## config.mk

```make
export PLATFORM = sky130hd
export DESIGN_NAME = kftm_queue
export DESIGN_NICKNAME = d
export VERILOG_FILES = /design/src/sv/kftm_pkg.sv /design/src/sv/kftm_queue.sv
export SDC_FILE = /design/constraint.sdc
export NUM_CORES = 1
export LEC_CHECK = 0
export BUFFER_PORTS_ARGS = -buffer_cell sky130_fd_sc_hd__clkbuf_2
export CAP_MARGIN = 0
export CORE_UTILIZATION = 27
export DETAILED_ROUTE_END_ITERATION = 10
export GPL_TIMING_DRIVEN = 0
export RECOVER_POWER = 50
export REMOVE_ABC_BUFFERS = 1
export SLEW_MARGIN = 20
export SYNTH_ARGS = -nofsm -noshare
export SYNTH_HDL_FRONTEND = slang
export SYNTH_SLANG_ARGS = --single-unit
```

## constraint.sdc

```tcl
create_clock -name i_clk -period 8.4 [get_ports i_clk]
set_input_delay 0.42 -clock i_clk [delete_from_list [all_inputs] [get_ports i_clk]]
set_output_delay 0.42 -clock i_clk [all_outputs]
set_load 0.01 [all_outputs]
```

## src/sv/kftm_pkg.sv

```systemverilog
// Package for the keyframe time mapper: shared types, register indexes,
// state encodings and fixed constants. No dependencies.
package kftm_pkg;

    localparam logic [31:0] DEFAULT_RATE = 32'h0019_0000;

    localparam logic [2:0] REG_RATE     = 3'd0;
    localparam logic [2:0] REG_SPEED    = 3'd1;
    localparam logic [2:0] REG_TOFF     = 3'd2;
    localparam logic [2:0] REG_TICK_OFF = 3'd3;
    localparam logic [2:0] REG_DUR      = 3'd4;
    localparam logic [2:0] REG_LIMIT    = 3'd5;
    localparam logic [2:0] REG_MODE     = 3'd6;
    localparam logic [2:0] REG_KCOUNT   = 3'd7;

    localparam logic [1:0] MODE_SINGLE = 2'd1;
    localparam logic [1:0] MODE_PING   = 2'd2;

    localparam logic FUNC_WRITE = 1'b0;

    typedef struct packed {
        logic [31:0]        rate;
        logic [15:0]        speed;
        logic [31:0]        toff;
        logic signed [15:0] tick_off;
        logic [31:0]        dur;
        logic signed [16:0] limit;
        logic [1:0]         mode;
        logic [8:0]         kcount;
    } t_cfg;

    // one queued item: a key write or a wrapped time ready for lookup
    typedef struct packed {
        logic        func;
        logic [7:0]  slot;
        logic [31:0] value;
        logic [15:0] play_count;
        logic        done;
    } t_job;

    typedef enum logic [2:0] {
        F_IDLE, F_MUL, F_OFFS, F_DIV, F_EMIT
    } t_fst;

    typedef enum logic [2:0] {
        B_IDLE, B_LAST, B_SCAN, B_NEXT, B_WGT, B_DIV, B_OUT
    } t_bst;

endpackage

```

## src/sv/kftm_queue.sv

```systemverilog
// Two-entry item queue between the front and back parts.
// Depends on kftm_pkg for the item type.
module kftm_queue import kftm_pkg::*; (
    input  logic i_clk,
    input  logic i_rst_n,
    input  logic i_push,
    input  t_job i_data,
    output logic o_full,
    input  logic i_pop,
    output t_job o_data,
    output logic o_empty
);
    t_job       r_mem [2];
    logic       r_wp;
    logic       r_rp;
    logic [1:0] r_cnt;
    logic       do_push;
    logic       do_pop;

    assign o_full  = r_cnt == 2'd2;
    assign o_empty = r_cnt == 2'd0;
    assign do_push = i_push && !o_full;
    assign do_pop  = i_pop && !o_empty;
    assign o_data  = r_mem[r_rp];

    always_ff @(posedge i_clk) begin
        if (!i_rst_n) begin
            r_wp  <= 1'b0;
            r_rp  <= 1'b0;
            r_cnt <= 2'd0;
        end else begin
            if (do_push) r_wp <= ~r_wp;
            if (do_pop)  r_rp <= ~r_rp;
            r_cnt <= r_cnt + 2'(do_push) - 2'(do_pop);
        end
    end

    always_ff @(posedge i_clk) begin
        if (do_push) r_mem[r_wp] <= i_data;
    end
endmodule

```

# Yosys cells after proc, flatten, opt, wreduce, memory -nomap -nowiden
# Memory sizes are Yosys's and may differ from the RTL's. A register that Yosys moved wholly into a read port is not among the register bits.
# Cells that the tools add are included.
dict set report op_classes {
  n_addsub 2
  n_eq_ne 1
  mux 4
  bitwise_logic 2
  reduce_logical 5
}
# cell n
set ops {}
lappend ops {{2-to-1 mux 1 bit} 4}
lappend ops {{adder 2 x 1 -> 2 bit} 1}
lappend ops {{equality test 2 bit, second input constant} 1}
lappend ops {{logical AND 1 bit} 2}
lappend ops {{zero test 1 bit} 2}
lappend ops {{zero test 2 bit} 1}
lappend ops {{inverter 1 bit} 2}
lappend ops {{subtractor 2 x 1 -> 2 bit} 1}
dict set report totals {
  ff_bits 4
  ramBits 116
  in_bits 62
  output_inout_bits 60
  elab_cells 18
  mem_count 1
}
# name words word_bits read_ports rd_ports_with_merged_regs wr line
set memory_table {}
lappend memory_table {r_mem 2 58 1 1 1 kftm_queue.sv:13} ;# t_job r_mem [2];

# Depth between registers and ports, before layout
dict set report logic_depth {
  word_depth 5
  ltp_mapped 8
}

# Least setup slack after synthesis
# OpenSTA, ideal clock, no wires.
dict set report synth_timing {
  path_kind {register to register}
  startpoint {register r_cnt[0]}
  endpoint {memory r_mem[0][0] (netlist name) (enable)}
  setup_ns 0.474
  arrival_ns 3.018
  required_time_ns 7.926
  setup_slack_ns 4.908
  stages_incl_launch_ff 4
  path_buffers 0
  period_less_slack_ns 3.492
  path_cell_list {dfxtp_1 > nand2b_1 > nand2_1 > nor2_1}
}
dict set report synth_between {
  elab_chain_cells 5
}
# item line
set synth_lines {}
lappend synth_lines {{start, declared} kftm_queue.sv:16} ;# logic [1:0] r_cnt;
lappend synth_lines {{start signal, assigned} kftm_queue.sv:34} ;# r_cnt <= r_cnt + 2'(do_push) - 2'(do_pop);
lappend synth_lines {{equality test 2 bit} kftm_queue.sv:20} ;# assign o_full = r_cnt == 2'd2;
lappend synth_lines {{zero test 1 bit} kftm_queue.sv:22} ;# assign do_push = i_push && !o_full;
lappend synth_lines {{logical AND 1 bit} kftm_queue.sv:22}
lappend synth_lines {{2-to-1 mux 1 bit} kftm_queue.sv:39} ;# if (do_push) r_mem[r_wp] <= i_data;
lappend synth_lines {{2-to-1 mux 1 bit (implied by the code)} kftm_queue.sv:39}
lappend synth_lines {{end, declared} kftm_queue.sv:13}
# No other way between the ends.

# Worst setup path after layout
dict set report layout_timing {
  startpoint {register r_cnt[0]}
  endpoint {memory r_mem[1][54] (netlist name) (enable)}
}
# The elaborated chain is that of the path after synthesis.

==> metrics.cfg <==
[sta]
finalHoldViolations=0
slew_violations=0
finalSetupViolCount=0
fmax_mhz=428
whs_ns=0.201
finalCritPeriodShare_pct=27.8
relSlewSlack_pct=2.04
rsz0062_at_grt=false
worst-slew-pin-transition_ns=1.47
clock_skew_ns=0.00496
fin_tns_setup_ns=0
finalCriticalPeriod_ns=2.34
layout_setup_ws_ns=6.06

[finish]
antenna_cells=0
final_util_pct=37.2
final_nets=410
drive_gt1_share_pct=47.9
final_cell_count_no_fill=575
area_growth_pct=33.0
nFillCells=1527
final_area_sq_mm=0.00598

[yosys]
synth_top_family_by_area=multiplexers
yosys_warnings=0
synth_flop_cell=edfxtp_1
synth_simple_gate_area_share_pct=1.39
syn_area_per_cell_sq_um=21.7
synth_adder_area_share_pct=0.557
yosysSeqAreaShare_pct=79.7
async_flop_share_pct=0
synth_mux_area_share_pct=16.4
ys_ff_latch=121
syn_inst=207
ys_types=18
synth_area_sq_mm=0.00449
synth_compound_area_share_pct=0.167
synth_edf_count=116
synth_xor_area_share_pct=0.390

[flow_run]
drv_cap=0

[grt]
overflow=0
grt_pass1_vias=2403
antenna_found_initial=0
grt_pass1_wl_mm=12.1
grt_max_degree=32
grt_use_total_pct=10.0

[floorplanning]
design.die.area_sq_mm=0.0172
fp-row-count=46
floorplan.initialDensity_pct=28.0
ioPinCount=122
coreArea_sq_mm=0.0161
die_h_um=131
fp.dieW_um=131

[placed_design]
numPortBuffers=121
dp_cells=543
place_area_sq_mm=0.00546
dp_hpwl_mm=5.50
place.gp.congestion=0.650
place_worst_setup_slack_ns=6.41

[critical_path]
crit_path_max_incr_delay_ns=1.16
path_class=flip-flop to flip-flop
path_buf_inv=1
startpoint_type=flip-flop
r2r-start=r_cnt[0]
rrSetupSlack_ns=6.06
rr_endpoint=r_mem[1][54]
slowest_stage=and3_1
crit_family=simple AND/OR/NAND/NOR gates
reg2regPathDepth=3
arrival_ns=2.43
worstPathMaxFanout=31
crit_required_ns=8.49
crit_chain=nand2b_1, and3_1, buf_12
end_kind=flip-flop

[power]
power_frac_comb_pct=23.8
p_leak_nw=2.21
power.density_mw_per_mm2=336
sw_frac_of_total_pct=25.9
p_switching_mw=0.520
report.power.total_mw=2.01
peakVddDrop_v=0.000127
p_int_mw=1.49
seq_power_share_pct=41.3
clkPwrFrac_pct=34.9

[hold_path]
min_from=i_data[23]
holdPathEnd=r_mem[0][23]
hold_depth=1
min_path_type=primary input to flip-flop

[route]
num_vias=2335
drt_iter0_drc=64
avgViaCountPerCell=4.06
met1Wirelength_mm=3.36
firstDrtPassIters=4
finalWirelength_mm=8.32
wire_per_inst_um=14.5
wl_met2_mm=4.19
drc=0
detail-route-antenna-nets=0
wl_met3_um=639
highest_layer=met4

[cts]
cts_tree=built
path_clk_slew_ns=0.05
cts_buffer_depth=2
cts_setup_buffers=0
cts_buffers=17
clockRootBuffer=clkbuf_16
cts_hold_buf=0
cts_max_level=4
cts-resized-gates=0
insertion_delay_ns=0.40
numClockSinks=121

[run_status]
outcome=complete, no violations

-- worst reg2reg max path: cells and delay by family (launching register included) --
kind | cells | cell delay [ns]
simple gates | 2 | 1.32
flops | 1 | 0.37
buf+inv | 1 | 0.33
-- cell usage in the layout, fill, tap and decap left out, drive strengths merged --
master    count
nand2         2
and2          2
xnor2         1
clkinvlp      1
mux2i         1
nor2          5
xor2          1
nor3          1
nand2b        2
clkinv        7
edfxtp      116
ha            2
bufinv        3
inv           3
buf           5
o21a          1
dfxtp         5
and3          1
mux2         58
clkbuf      142
-- Yosys cell counts (2+ instances only) --
master / number / area, sq um
mux2_2: 38 / 428
buf_2: 3 / 15.0
dfxtp_1: 5 / 100
nor2_1: 5 / 18.8
nand2b_1: 2 / 12.5
inv_1: 3 / 11.3
ha_1: 2 / 25.0
and2_1: 2 / 12.5
buf_6: 3 / 33.8
nand2_1: 2 / 7.51
mux2_4: 20 / 300
edfxtp_1: 116 / 3480
-- final cells by class --
type	instances	area (sq um)	share of cell area, %
Inverter	3	11.3	0.188
Tap cell	216	270	4.52
Timing Repair Buffer	126	679	11.4
Clock buffer	21	440	7.37
Sequential cell	121	3590	60.0
Multi-Input combinational cell	77	858	14.4
Clock inverter	11	129	2.16
-- how the worst max path moves through the flow --
stage,start,end,slack (ns),cells after the start
global placement,r_cnt[0],r_mem[0][27],3.24,3
floorplan,r_cnt[0],r_mem[0][0],4.91,3
CTS,flip-flop,o_data[9],6.05,3
finish,r_cnt[0],r_mem[1][54],6.06,3
detailed placement,r_cnt[0],r_mem[0][27],6.41,5
global route,r_cnt[0],r_mem[1][41],5.80,3
-- sequential cells by signal, indices dropped and copies added, names as in the netlist, named ones only --
register	cells
r_mem	116
r_rp	1
r_wp	1
r_cnt	2
-- power groups by stage --
stage / Clock (mW) / Combinational [mW] / Sequential (mW)
3_3_place_gp: 0 / 0.440 / 0.875
5_1_grt: 0.748 / 0.521 / 0.840
6_report: 0.700 / 0.477 / 0.829
2_1_floorplan: 0 / 0.278 / 0.848
4_1_cts: 0.721 / 0.497 / 0.831
3_5_place_dp: 0 / 0.495 / 0.843
-- routing by layer --
layer  vias to the layer above  GRT usage, %
li1                       1097             -
met1                      1144          10.1
met2                        83          16.9
met3                        11          4.89
met4                         0          5.68
met5                         -             0
-- cell families after synthesis --
kind of cell,Yosys count
AO/OA/AOI/OAI,1
XOR/XNOR,2
adder cells (fa/ha/maj),2
buffers and inverters,9
flip-flops,121
multiplexers,59
AND/OR/NAND/NOR,13
No activity file was read; power rests on OpenSTA's default activity.
