$ cat src/sv/kftm_pkg.sv
// Package for the keyframe time mapper: shared types, register indexes,
// state encodings and fixed constants. No dependencies.
package kftm_pkg;

    localparam logic [31:0] DEFAULT_RATE = 32'h0019_0000;

    localparam logic [2:0] REG_RATE     = 3'd0;
    localparam logic [2:0] REG_SPEED    = 3'd1;
    localparam logic [2:0] REG_TOFF     = 3'd2;
    localparam logic [2:0] REG_TICK_OFF = 3'd3;
    localparam logic [2:0] REG_DUR      = 3'd4;
    localparam logic [2:0] REG_LIMIT    = 3'd5;
    localparam logic [2:0] REG_MODE     = 3'd6;
    localparam logic [2:0] REG_KCOUNT   = 3'd7;

    localparam logic [1:0] MODE_SINGLE = 2'd1;
    localparam logic [1:0] MODE_PING   = 2'd2;

    localparam logic FUNC_WRITE = 1'b0;

    typedef struct packed {
        logic [31:0]        rate;
        logic [15:0]        speed;
        logic [31:0]        toff;
        logic signed [15:0] tick_off;
        logic [31:0]        dur;
        logic signed [16:0] limit;
        logic [1:0]         mode;
        logic [8:0]         kcount;
    } t_cfg;

    // one queued item: a key write or a wrapped time ready for lookup
    typedef struct packed {
        logic        func;
        logic [7:0]  slot;
        logic [31:0] value;
        logic [15:0] play_count;
        logic        done;
    } t_job;

    typedef enum logic [2:0] {
        F_IDLE, F_MUL, F_OFFS, F_DIV, F_EMIT
    } t_fst;

    typedef enum logic [2:0] {
        B_IDLE, B_LAST, B_SCAN, B_NEXT, B_WGT, B_DIV, B_OUT
    } t_bst;

endpackage

$ cat src/sv/kftm_div.sv
// Restoring divider, one quotient bit per cycle.
// Standalone; used by the front and back parts of the time mapper.
module kftm_div #(
    parameter int N_W = 58,
    parameter int D_W = 32
) (
    input  logic           i_clk,
    input  logic           i_rst_n,
    input  logic           i_start,
    input  logic [N_W-1:0] i_dividend,
    input  logic [D_W-1:0] i_divisor,
    output logic           o_busy,
    output logic [N_W-1:0] o_quo,
    output logic [D_W-1:0] o_rem
);
    localparam int CW = $clog2(N_W + 1);

    logic           r_busy;
    logic [CW-1:0]  r_cnt;
    logic [N_W-1:0] r_quo;
    logic [D_W-1:0] r_rem;
    logic [D_W-1:0] r_den;
    logic [D_W:0]   trial;
    logic           ge;

    assign trial = {r_rem, r_quo[N_W-1]};
    assign ge    = trial >= {1'b0, r_den};

    always_ff @(posedge i_clk) begin
        if (!i_rst_n) begin
            r_busy <= 1'b0;
            r_cnt  <= '0;
        end else if (i_start && !r_busy) begin
            r_busy <= 1'b1;
            r_cnt  <= CW'(N_W);
        end else if (r_busy) begin
            r_cnt <= r_cnt - 1'b1;
            if (r_cnt == CW'(1)) begin
                r_busy <= 1'b0;
            end
        end
    end

    always_ff @(posedge i_clk) begin
        if (i_start && !r_busy) begin
            r_quo <= i_dividend;
            r_rem <= '0;
            r_den <= i_divisor;
        end else if (r_busy) begin
            r_rem <= ge ? D_W'(trial - {1'b0, r_den}) : D_W'(trial);
            r_quo <= {r_quo[N_W-2:0], ge};
        end
    end

    assign o_busy = r_busy;
    assign o_quo  = r_quo;
    assign o_rem  = r_rem;
endmodule

$ cat src/sv/kftm_front.sv
// Front part: takes items, scales time to ticks, wraps by the duration.
// Depends on kftm_pkg and kftm_div.
module kftm_front import kftm_pkg::*; (
    input  logic        i_clk,
    input  logic        i_rst_n,
    input  t_cfg        i_cfg,
    input  logic        push,
    output logic        full,
    input  logic        i_func,
    input  logic [7:0]  i_key_slot,
    input  logic [31:0] i_key_time,
    input  logic [31:0] i_time_sec,
    output logic        o_q_push,
    output t_job        o_q_data,
    input  logic        i_q_full
);
    t_fst        r_st, n_st;
    t_job        r_job;
    logic [32:0] r_tsum;
    logic [39:0] r_eff;
    logic [72:0] r_acc;
    logic [1:0]  r_k;

    logic [31:0] rate;
    logic [47:0] eff48;
    logic [15:0] chunk;
    logic [56:0] ticks57;
    logic [57:0] sub;
    logic [57:0] ticks;
    logic [31:0] dur;
    logic        accept;
    logic        div_start;
    logic        div_busy;
    logic [57:0] quo;
    logic [31:0] rem;
    logic        lim_hit;

    assign rate    = (i_cfg.rate != '0) ? i_cfg.rate : DEFAULT_RATE;
    assign dur     = (i_cfg.dur != '0) ? i_cfg.dur : 32'd1;
    assign eff48   = {8'd0, r_eff};
    assign chunk   = eff48[16*r_k +: 16];
    assign ticks57 = r_acc[72:16];
    assign sub     = {26'd0, 16'(-i_cfg.tick_off), 16'd0};
    assign lim_hit = !i_cfg.limit[16] && (i_cfg.limit[15:0] != '0)
                     && (quo >= {42'd0, i_cfg.limit[15:0]});

    // tick total with the whole-tick offset, clamped at zero
    always_comb begin
        if (!i_cfg.tick_off[15]) begin
            ticks = 58'(ticks57) + {26'd0, i_cfg.tick_off, 16'd0};
        end else begin
            ticks = (58'(ticks57) > sub) ? 58'(ticks57) - sub : '0;
        end
    end

    kftm_div #(.N_W(58), .D_W(32)) u_div (
        .i_clk      (i_clk),
        .i_rst_n    (i_rst_n),
        .i_start    (div_start),
        .i_dividend (ticks),
        .i_divisor  (dur),
        .o_busy     (div_busy),
        .o_quo      (quo),
        .o_rem      (rem)
    );

    always_comb begin
        n_st = r_st;
        unique case (r_st)
            F_IDLE: if (push) n_st = (i_func == FUNC_WRITE) ? F_EMIT : F_MUL;
            F_MUL:  if (r_k == 2'd2) n_st = F_OFFS;
            F_OFFS: n_st = F_DIV;
            F_DIV:  if (!div_busy) n_st = F_EMIT;
            F_EMIT: if (!i_q_full) n_st = F_IDLE;
            default: n_st = F_IDLE;
        endcase
    end

    always_comb begin
        full      = r_st != F_IDLE;
        accept    = push && (r_st == F_IDLE);
        div_start = r_st == F_OFFS;
        o_q_push  = r_st == F_EMIT;
        o_q_data  = r_job;
    end

    always_ff @(posedge i_clk) begin
        if (!i_rst_n) r_st <= F_IDLE;
        else          r_st <= n_st;
    end

    always_ff @(posedge i_clk) begin
        unique case (r_st)
            F_IDLE: begin
                if (accept) begin
                    r_job.func  <= i_func;
                    r_job.slot  <= i_key_slot;
                    r_job.value <= i_key_time;
                    r_tsum      <= 33'(i_time_sec) + 33'(i_cfg.toff);
                    r_eff       <= 40'((48'(rate) * 48'(i_cfg.speed)) >> 8);
                    r_acc       <= '0;
                    r_k         <= '0;
                end
            end
            F_MUL: begin
                r_acc <= r_acc + (73'(49'(r_tsum) * 49'(chunk)) << (16 * r_k));
                r_k   <= r_k + 1'b1;
            end
            F_OFFS: ;
            F_DIV: begin
                if (!div_busy) begin
                    r_job.play_count <= (quo > 58'd65535) ? 16'hFFFF : quo[15:0];
                    if (lim_hit) begin
                        r_job.value <= rem;
                        r_job.done  <= 1'b1;
                    end else if (i_cfg.mode == MODE_SINGLE) begin
                        r_job.value <= rem;
                        r_job.done  <= quo > 58'd1;
                    end else if (i_cfg.mode == MODE_PING && quo[0]) begin
                        r_job.value <= dur - rem;
                        r_job.done  <= 1'b0;
                    end else begin
                        r_job.value <= rem;
                        r_job.done  <= 1'b0;
                    end
                end
            end
            F_EMIT: ;
            default: ;
        endcase
    end
endmodule

$ cat config.mk
export PLATFORM = sky130hd
export DESIGN_NAME = kftm_front
export DESIGN_NICKNAME = d
export VERILOG_FILES = /design/src/sv/kftm_pkg.sv /design/src/sv/kftm_div.sv /design/src/sv/kftm_front.sv
export SDC_FILE = /design/constraint.sdc
export NUM_CORES = 2
export LEC_CHECK = 0
export BUFFER_PORTS_ARGS = -buffer_cell sky130_fd_sc_hd__buf_2
export CAP_MARGIN = 40
export CELL_PAD_IN_SITES_DETAIL_PLACEMENT = 0
export CELL_PAD_IN_SITES_GLOBAL_PLACEMENT = 1
export CORE_MARGIN = 2
export CORE_UTILIZATION = 45
export DETAILED_ROUTE_END_ITERATION = 10
export PLACE_DENSITY_LB_ADDON = 0.1
export RECOVER_POWER = 25
export SYNTH_ARGS = -nofsm -noshare
export SYNTH_HDL_FRONTEND = slang
export SYNTH_SLANG_ARGS = --single-unit
$ cat constraint.sdc
create_clock -name i_clk -period 11.7 [get_ports i_clk]
set_input_delay 1.755 -clock i_clk [delete_from_list [all_inputs] [get_ports i_clk]]
set_output_delay 1.755 -clock i_clk [all_outputs]
set_load 0.005 [all_outputs]
======== Yosys cells after proc, flatten, opt, wreduce, memory -nomap -nowiden ========
Index checks and enable logic that the tools add are counted.
word-level totals
  bits in registers ....................... 338
  input bits .............................. 233
  output and inout port bits .............. 60
operators by class
  add/subtract/negate cells ............... 9
  multipliers ............................. 2
  $lt $le $gt $ge ......................... 5
  equal/unequal tests ..................... 13
  shifts and indexed selects .............. 2
  mux-type cells .......................... 31
  bitwise logic cells ..................... 2
  reduce and logical (&&, ||, !) cells .... 21
operator list
  operator                                                          number
  2-to-1 mux 58 bit                                                 4
  2-to-1 mux 32 bit                                                 7
  one-hot mux 73 bit (2 select lines)                               1
  adder 73 bit                                                      1
  2-to-1 mux 73 bit                                                 1
  left shift 49 x 6 -> 73 bit                                       1
  one-hot mux 32 bit (2 select lines)                               1
  nonzero test 32 bit                                               2
  subtractor 32 bit                                                 2
  adder 57 x 32 -> 58 bit                                           1
  greater-or-equal comparator 58 x 16 -> 1 bit                      1
  greater-than comparator 58 x 1 -> 1 bit (second input constant)   1
  greater-than comparator 58 x 16 -> 1 bit (second input constant)  1
  subtractor 57 x 32 -> 58 bit                                      1
  greater-than comparator 57 x 32 -> 1 bit                          1
  multiplier 33 x 16 -> 49 bit                                      1
  2-to-1 mux 49 bit                                                 1
  multiplier 32 x 16 -> 48 bit                                      1
  indexed part select 48 x 7 -> 16 bit                              1
  adder 32 x 32 -> 33 bit                                           1
  greater-or-equal comparator 33 x 32 -> 1 bit                      1
  2-to-1 mux 16 bit                                                 1
  negation 16 bit                                                   1
  nonzero test 16 bit                                               1
  other kinds (25)                                                  50

======== Depth between registers and ports, before layout ========
  word-level depth ........................ 8
  gate-level depth with buffers ........... 44

======== Hierarchy ========
From an unflattened synthesis, not the netlist that was laid out.
second synthesis, totals
  cell total of the unflattened synthesis .. 6678
  area total of the unflattened synthesis .. 58492.3 um^2
by module, submodules not included
  module      times used  cells each  area an instance (um^2)
  kftm_front  1           6063        51593.2
  kftm_div    1           615         6899.1

======== Worst setup path after synthesis ========
OpenSTA, ideal clock, no wires.
  kind .................................... register to register
  start ................................... register r_k[0]
  end ..................................... register r_acc[72] (data pin)
  arrival ................................. 9.730 ns
  path slack .............................. 1.704 ns
  stages on the path, launching flop included .. 42
  buffers on the path ..................... 5
  cells stage by stage .................... edfxtp_1 > buf_1 > clkbuf_1 > mux2i_1 > nor2_1 > clkbuf_1 > nand2_1 > fa_1 > inv_1 > fa_1 > fa_1 > fa_1 > fa_1 > inv_1 > fa_1 > inv_1 > ha_1 > clkbuf_1 > [6 not listed] > a21o_1 > a21oi_1 > xor2_1 > mux2i_1 > and2_1 > ha_1 > clkbuf_1 > nand4_1 > nor2_1 > a22oi_1 > a21oi_1 > o31ai_1 > o21ai_0 > o221ai_1 > o21ai_0 > a211oi_1 > xor2_1 > nor2_1
between the ends
  longest elaborated chain between the ends .. 5
RTL lines
  element                                  RTL line           source
  start, declared                          kftm_front.sv:22   logic [1:0] r_k;
  start signal, assigned                   kftm_front.sv:107  r_k <= r_k + 1'b1;
  indexed part select 48 x 7 -> 16 bit     kftm_front.sv:41   assign chunk = eff48[16*r_k +: 16];
  multiplier 33 x 16 -> 49 bit             kftm_front.sv:106  r_acc <= r_acc + (73'(49'(r_tsum) * 49'(chunk)) << (16 * r_k));
  left shift 49 x 6 -> 73 bit (*)          kftm_front.sv:106
  adder 73 bit (*)                         kftm_front.sv:106
  one-hot mux 73 bit (2 select lines) (*)  kftm_front.sv:93   unique case (r_st)
  end signal, assigned                     kftm_front.sv:106
  end, declared                            kftm_front.sv:21   logic [72:0] r_acc;
Mark *: on every way between the ends. The rest lies on a longest branch, timed or not.
A chain may end at the register's enable or synchronous reset.

======== Worst setup path in the final report ========
Ends and elaborated chain as after synthesis.

==> run_results.csv <==
group,metric,value,unit
run_status,status,"finished, violations left",
run_status,violations,"max-capacitance violations, max-slew violations",
routing,wire_per_inst,20.6,um
routing,drc_errors,0,
timing,fmax,90.5,MHz
clock_network,root_buffer,"clkbuf_16",
timing,period_share,94.4,%
timing,min_period,11.05,ns
critical_path,cp-startpoint,"r_k[0]",
yosys,syn_inst,6571,
yosys,synth-edff-count,296,
floorplan,start_util,45.4,%
global_route,grt_overflow,0,
clock_network,clock_path_buffers,3,
floorplan,die_area,132000,um^2
routing,dr.first_iter.drc_count,3145,
floorplan,fp.dieH,363,um
critical_path,r2r_start,"r_k[0]",
yosys,ys_top_cells_by_area,"fa_1, edfxtp_1, ha_1, inv_1, nand2_1",
yosys,async_flop_share,0,%
critical_path,endpoint,"r_acc[72]",
critical_path,critPathRequiredTime,12.10,ns
critical_path,cpPeakStageDelay,0.59,ns
layout,nets,8189,
timing,worst_slew_pin_slew,3.84,ns
min_path,hold_class,"reg2reg",
flow_run,cap_viol_max_count,5,
timing,finalSetupTns,0,ns
global_route,grt_first_pass_wirelength,274000,um
routing,vias_per_cell,5.55,
placement,routabilityCongestion,0.881,
critical_path,end_kind,"flip-flop",
placement,placedInstanceArea,60900,um^2
yosys,synth_top_area_cell,"fa_1",
critical_path,critPathKind,"reg2reg",
yosys,ys_types,84,
critical_path,cp_max_fo,33,
timing,clock_skew,0.0405,ns
yosys,synth_seq_cells,338,
routing,route.antenna.remaining_nets,0,
timing,rsz0062_at_grt,"false",
global_route,grt_pass1_vias,47532,
yosys,syn_area,57900,um^2
clock_network,clk_pin_slew,0.08,ns
yosys,ys_seq_area_share,16.8,%
critical_path,r2r_cells,38,
clock_network,cts_buffers,45,
clock_network,hold_buffers,0,
global_route,grt_usage,26.5,%
yosys,synth_common_cells,"inv_1, nand2_1, fa_1",
clock_network,clock-sinks,338,
routing,vias,46277,
yosys,synth_top_area_share,29.6,%
timing,setup_violations,0,
yosys,syn_avg_cell_area,8.81,um^2
critical_path,timing.critical_path.mode_cell,"fa_1",
layout,final_cell_area,62300,um^2
floorplan,core_region_area,128000,um^2
placement,io_buffers,283,
routing,drt_wl_total,172000,um
clock_network,cts_setup_buffers,0,
yosys,synth_warnings,0,
floorplan,ios,293,
layout,syn_to_final_growth,7.65,%
clock_network,cts_tree,"done",
floorplan,die_w,363,um
layout,final_layout_size_suffix_gt1_share,6.44,%
floorplan,rows,131,
critical_path,r2r-end,"r_acc[72]",
yosys,yosysMostFrequentCell,"inv_1",
clock_network,clock_latency,0.66,ns
global_route,grt_max_degree,72,
timing,slew_headroom,-156,%
critical_path,arrival,11.45,ns
clock_network,htreeDepth,2,
clock_network,post_cts_resized,0,
routing,first_pass_iters,5,
yosys,synth_fp_nets,8116,
critical_path,cp-start-kind,"flip-flop",
yosys,ys.flop_type,"edfxtp_1",
timing,finalHoldViolations,0,
critical_path,crit_slowest_cell,"o21ai_0",
critical_path,regToRegSetupSlack,0.65,ns
global_route,antenna_found_initial,3,
timing,maxSlewViolCount,255,
placement,dp_hpwl,131000,um
-- per-layer routing --
| metal | up-vias | wire [um] | global-route usage (%) |
|---|---|---|---|
| met5 | - | 0 | 0 |
| met4 | 0 | 3960 | 6.26 |
| li1 | 21509 | - | - |
| met1 | 23355 | 76700 | 36.4 |
| met2 | 1198 | 83700 | 45.4 |
| met3 | 215 | 7910 | 2.39 |
-- sequential cells by signal, summed over array words and instances, names as in the netlist --
name          count
u_div.o_rem      32
r_acc            73
u_div.r_cnt       6
r_tsum           33
u_div.o_busy      1
r_k               2
r_eff            40
u_div.r_den      32
r_st              3
u_div.o_quo      58
o_q_data         58
-- metrics by stage --
stage | instances | worst slack [ns] | util [%] | hold slack (ns)
after floorplan | 6571 | 1.70 | - | 0.469
after global placement | 8249 | 0.782 | 47.7 | 0.489
after detailed placement | 8259 | 0.687 | 47.8 | 0.503
after CTS | 8343 | 0.704 | 49.0 | 0.518
after global routing | 8343 | 0.0277 | 48.9 | 0.536
final | 8344 | 0.653 | 48.9 | 0.516
-- worst max-delay path: cells and delay by family (launching register included) --
kind / cells / cell delay [ns]
AO/OA/AOI/OAI: 15 / 4.20
adder cells (fa/ha/maj): 8 / 3.92
AND/OR/NAND/NOR: 6 / 0.73
buffers and inverters: 6 / 0.63
flip-flops: 1 / 0.57
XOR/XNOR: 2 / 0.42
multiplexers: 1 / 0.26
-- worst min path at each step --
stage | from | endpoint | slack, ns | depth (start not counted)
3_3_place_gp | u_div.r_cnt[2] | u_div.r_cnt[2] | 0.49 | 2
5_1_grt | u_div.r_cnt[2] | u_div.r_cnt[2] | 0.54 | 2
4_1_cts | u_div.r_cnt[1] | u_div.r_cnt[1] | 0.52 | 2
2_1_floorplan | u_div.r_cnt[1] | u_div.r_cnt[1] | 0.47 | 2
6_report | u_div.r_cnt[1] | u_div.r_cnt[1] | 0.52 | 2
3_5_place_dp | u_div.r_cnt[2] | u_div.r_cnt[2] | 0.50 | 2
-- area by class of cell --
cell class | count | area (um^2)
clock buffer | 60 | 1230
inverter | 1047 | 3930
timing repair buffer | 347 | 2030
fill | 12669 | 65200
antenna | 1 | 2.50
multi-input combinational | 4865 | 43000
clock inverter | 24 | 260
sequential | 338 | 9730
tap | 1662 | 2080
-- layout by cell type, fill, tap and decap left out, drive strengths merged, types with 258 or more instances in the layout --
cell type | netlist | routed
a21oi | 275 | 275
and2 | 372 | 372
buf | 15 | 303
edfxtp | 296 | 296
fa | 855 | 855
ha | 457 | 457
inv | 1045 | 1044
nand2 | 983 | 983
nor2 | 294 | 294
o21ai | 258 | 258
-- cells by family after synthesis --
kind of cell             synth area share [%]
XOR/XNOR                                 4.42
buffers and inverters                    8.93
AND/OR/NAND/NOR                          17.0
multiplexers                             1.21
flip-flops                               16.8
AO/OA/AOI/OAI                            12.2
adder cells (fa/ha/maj)                  39.5
Power is not shown: default switching activity piles up to over one toggle a cycle in this logic, so the estimate is an artifact.
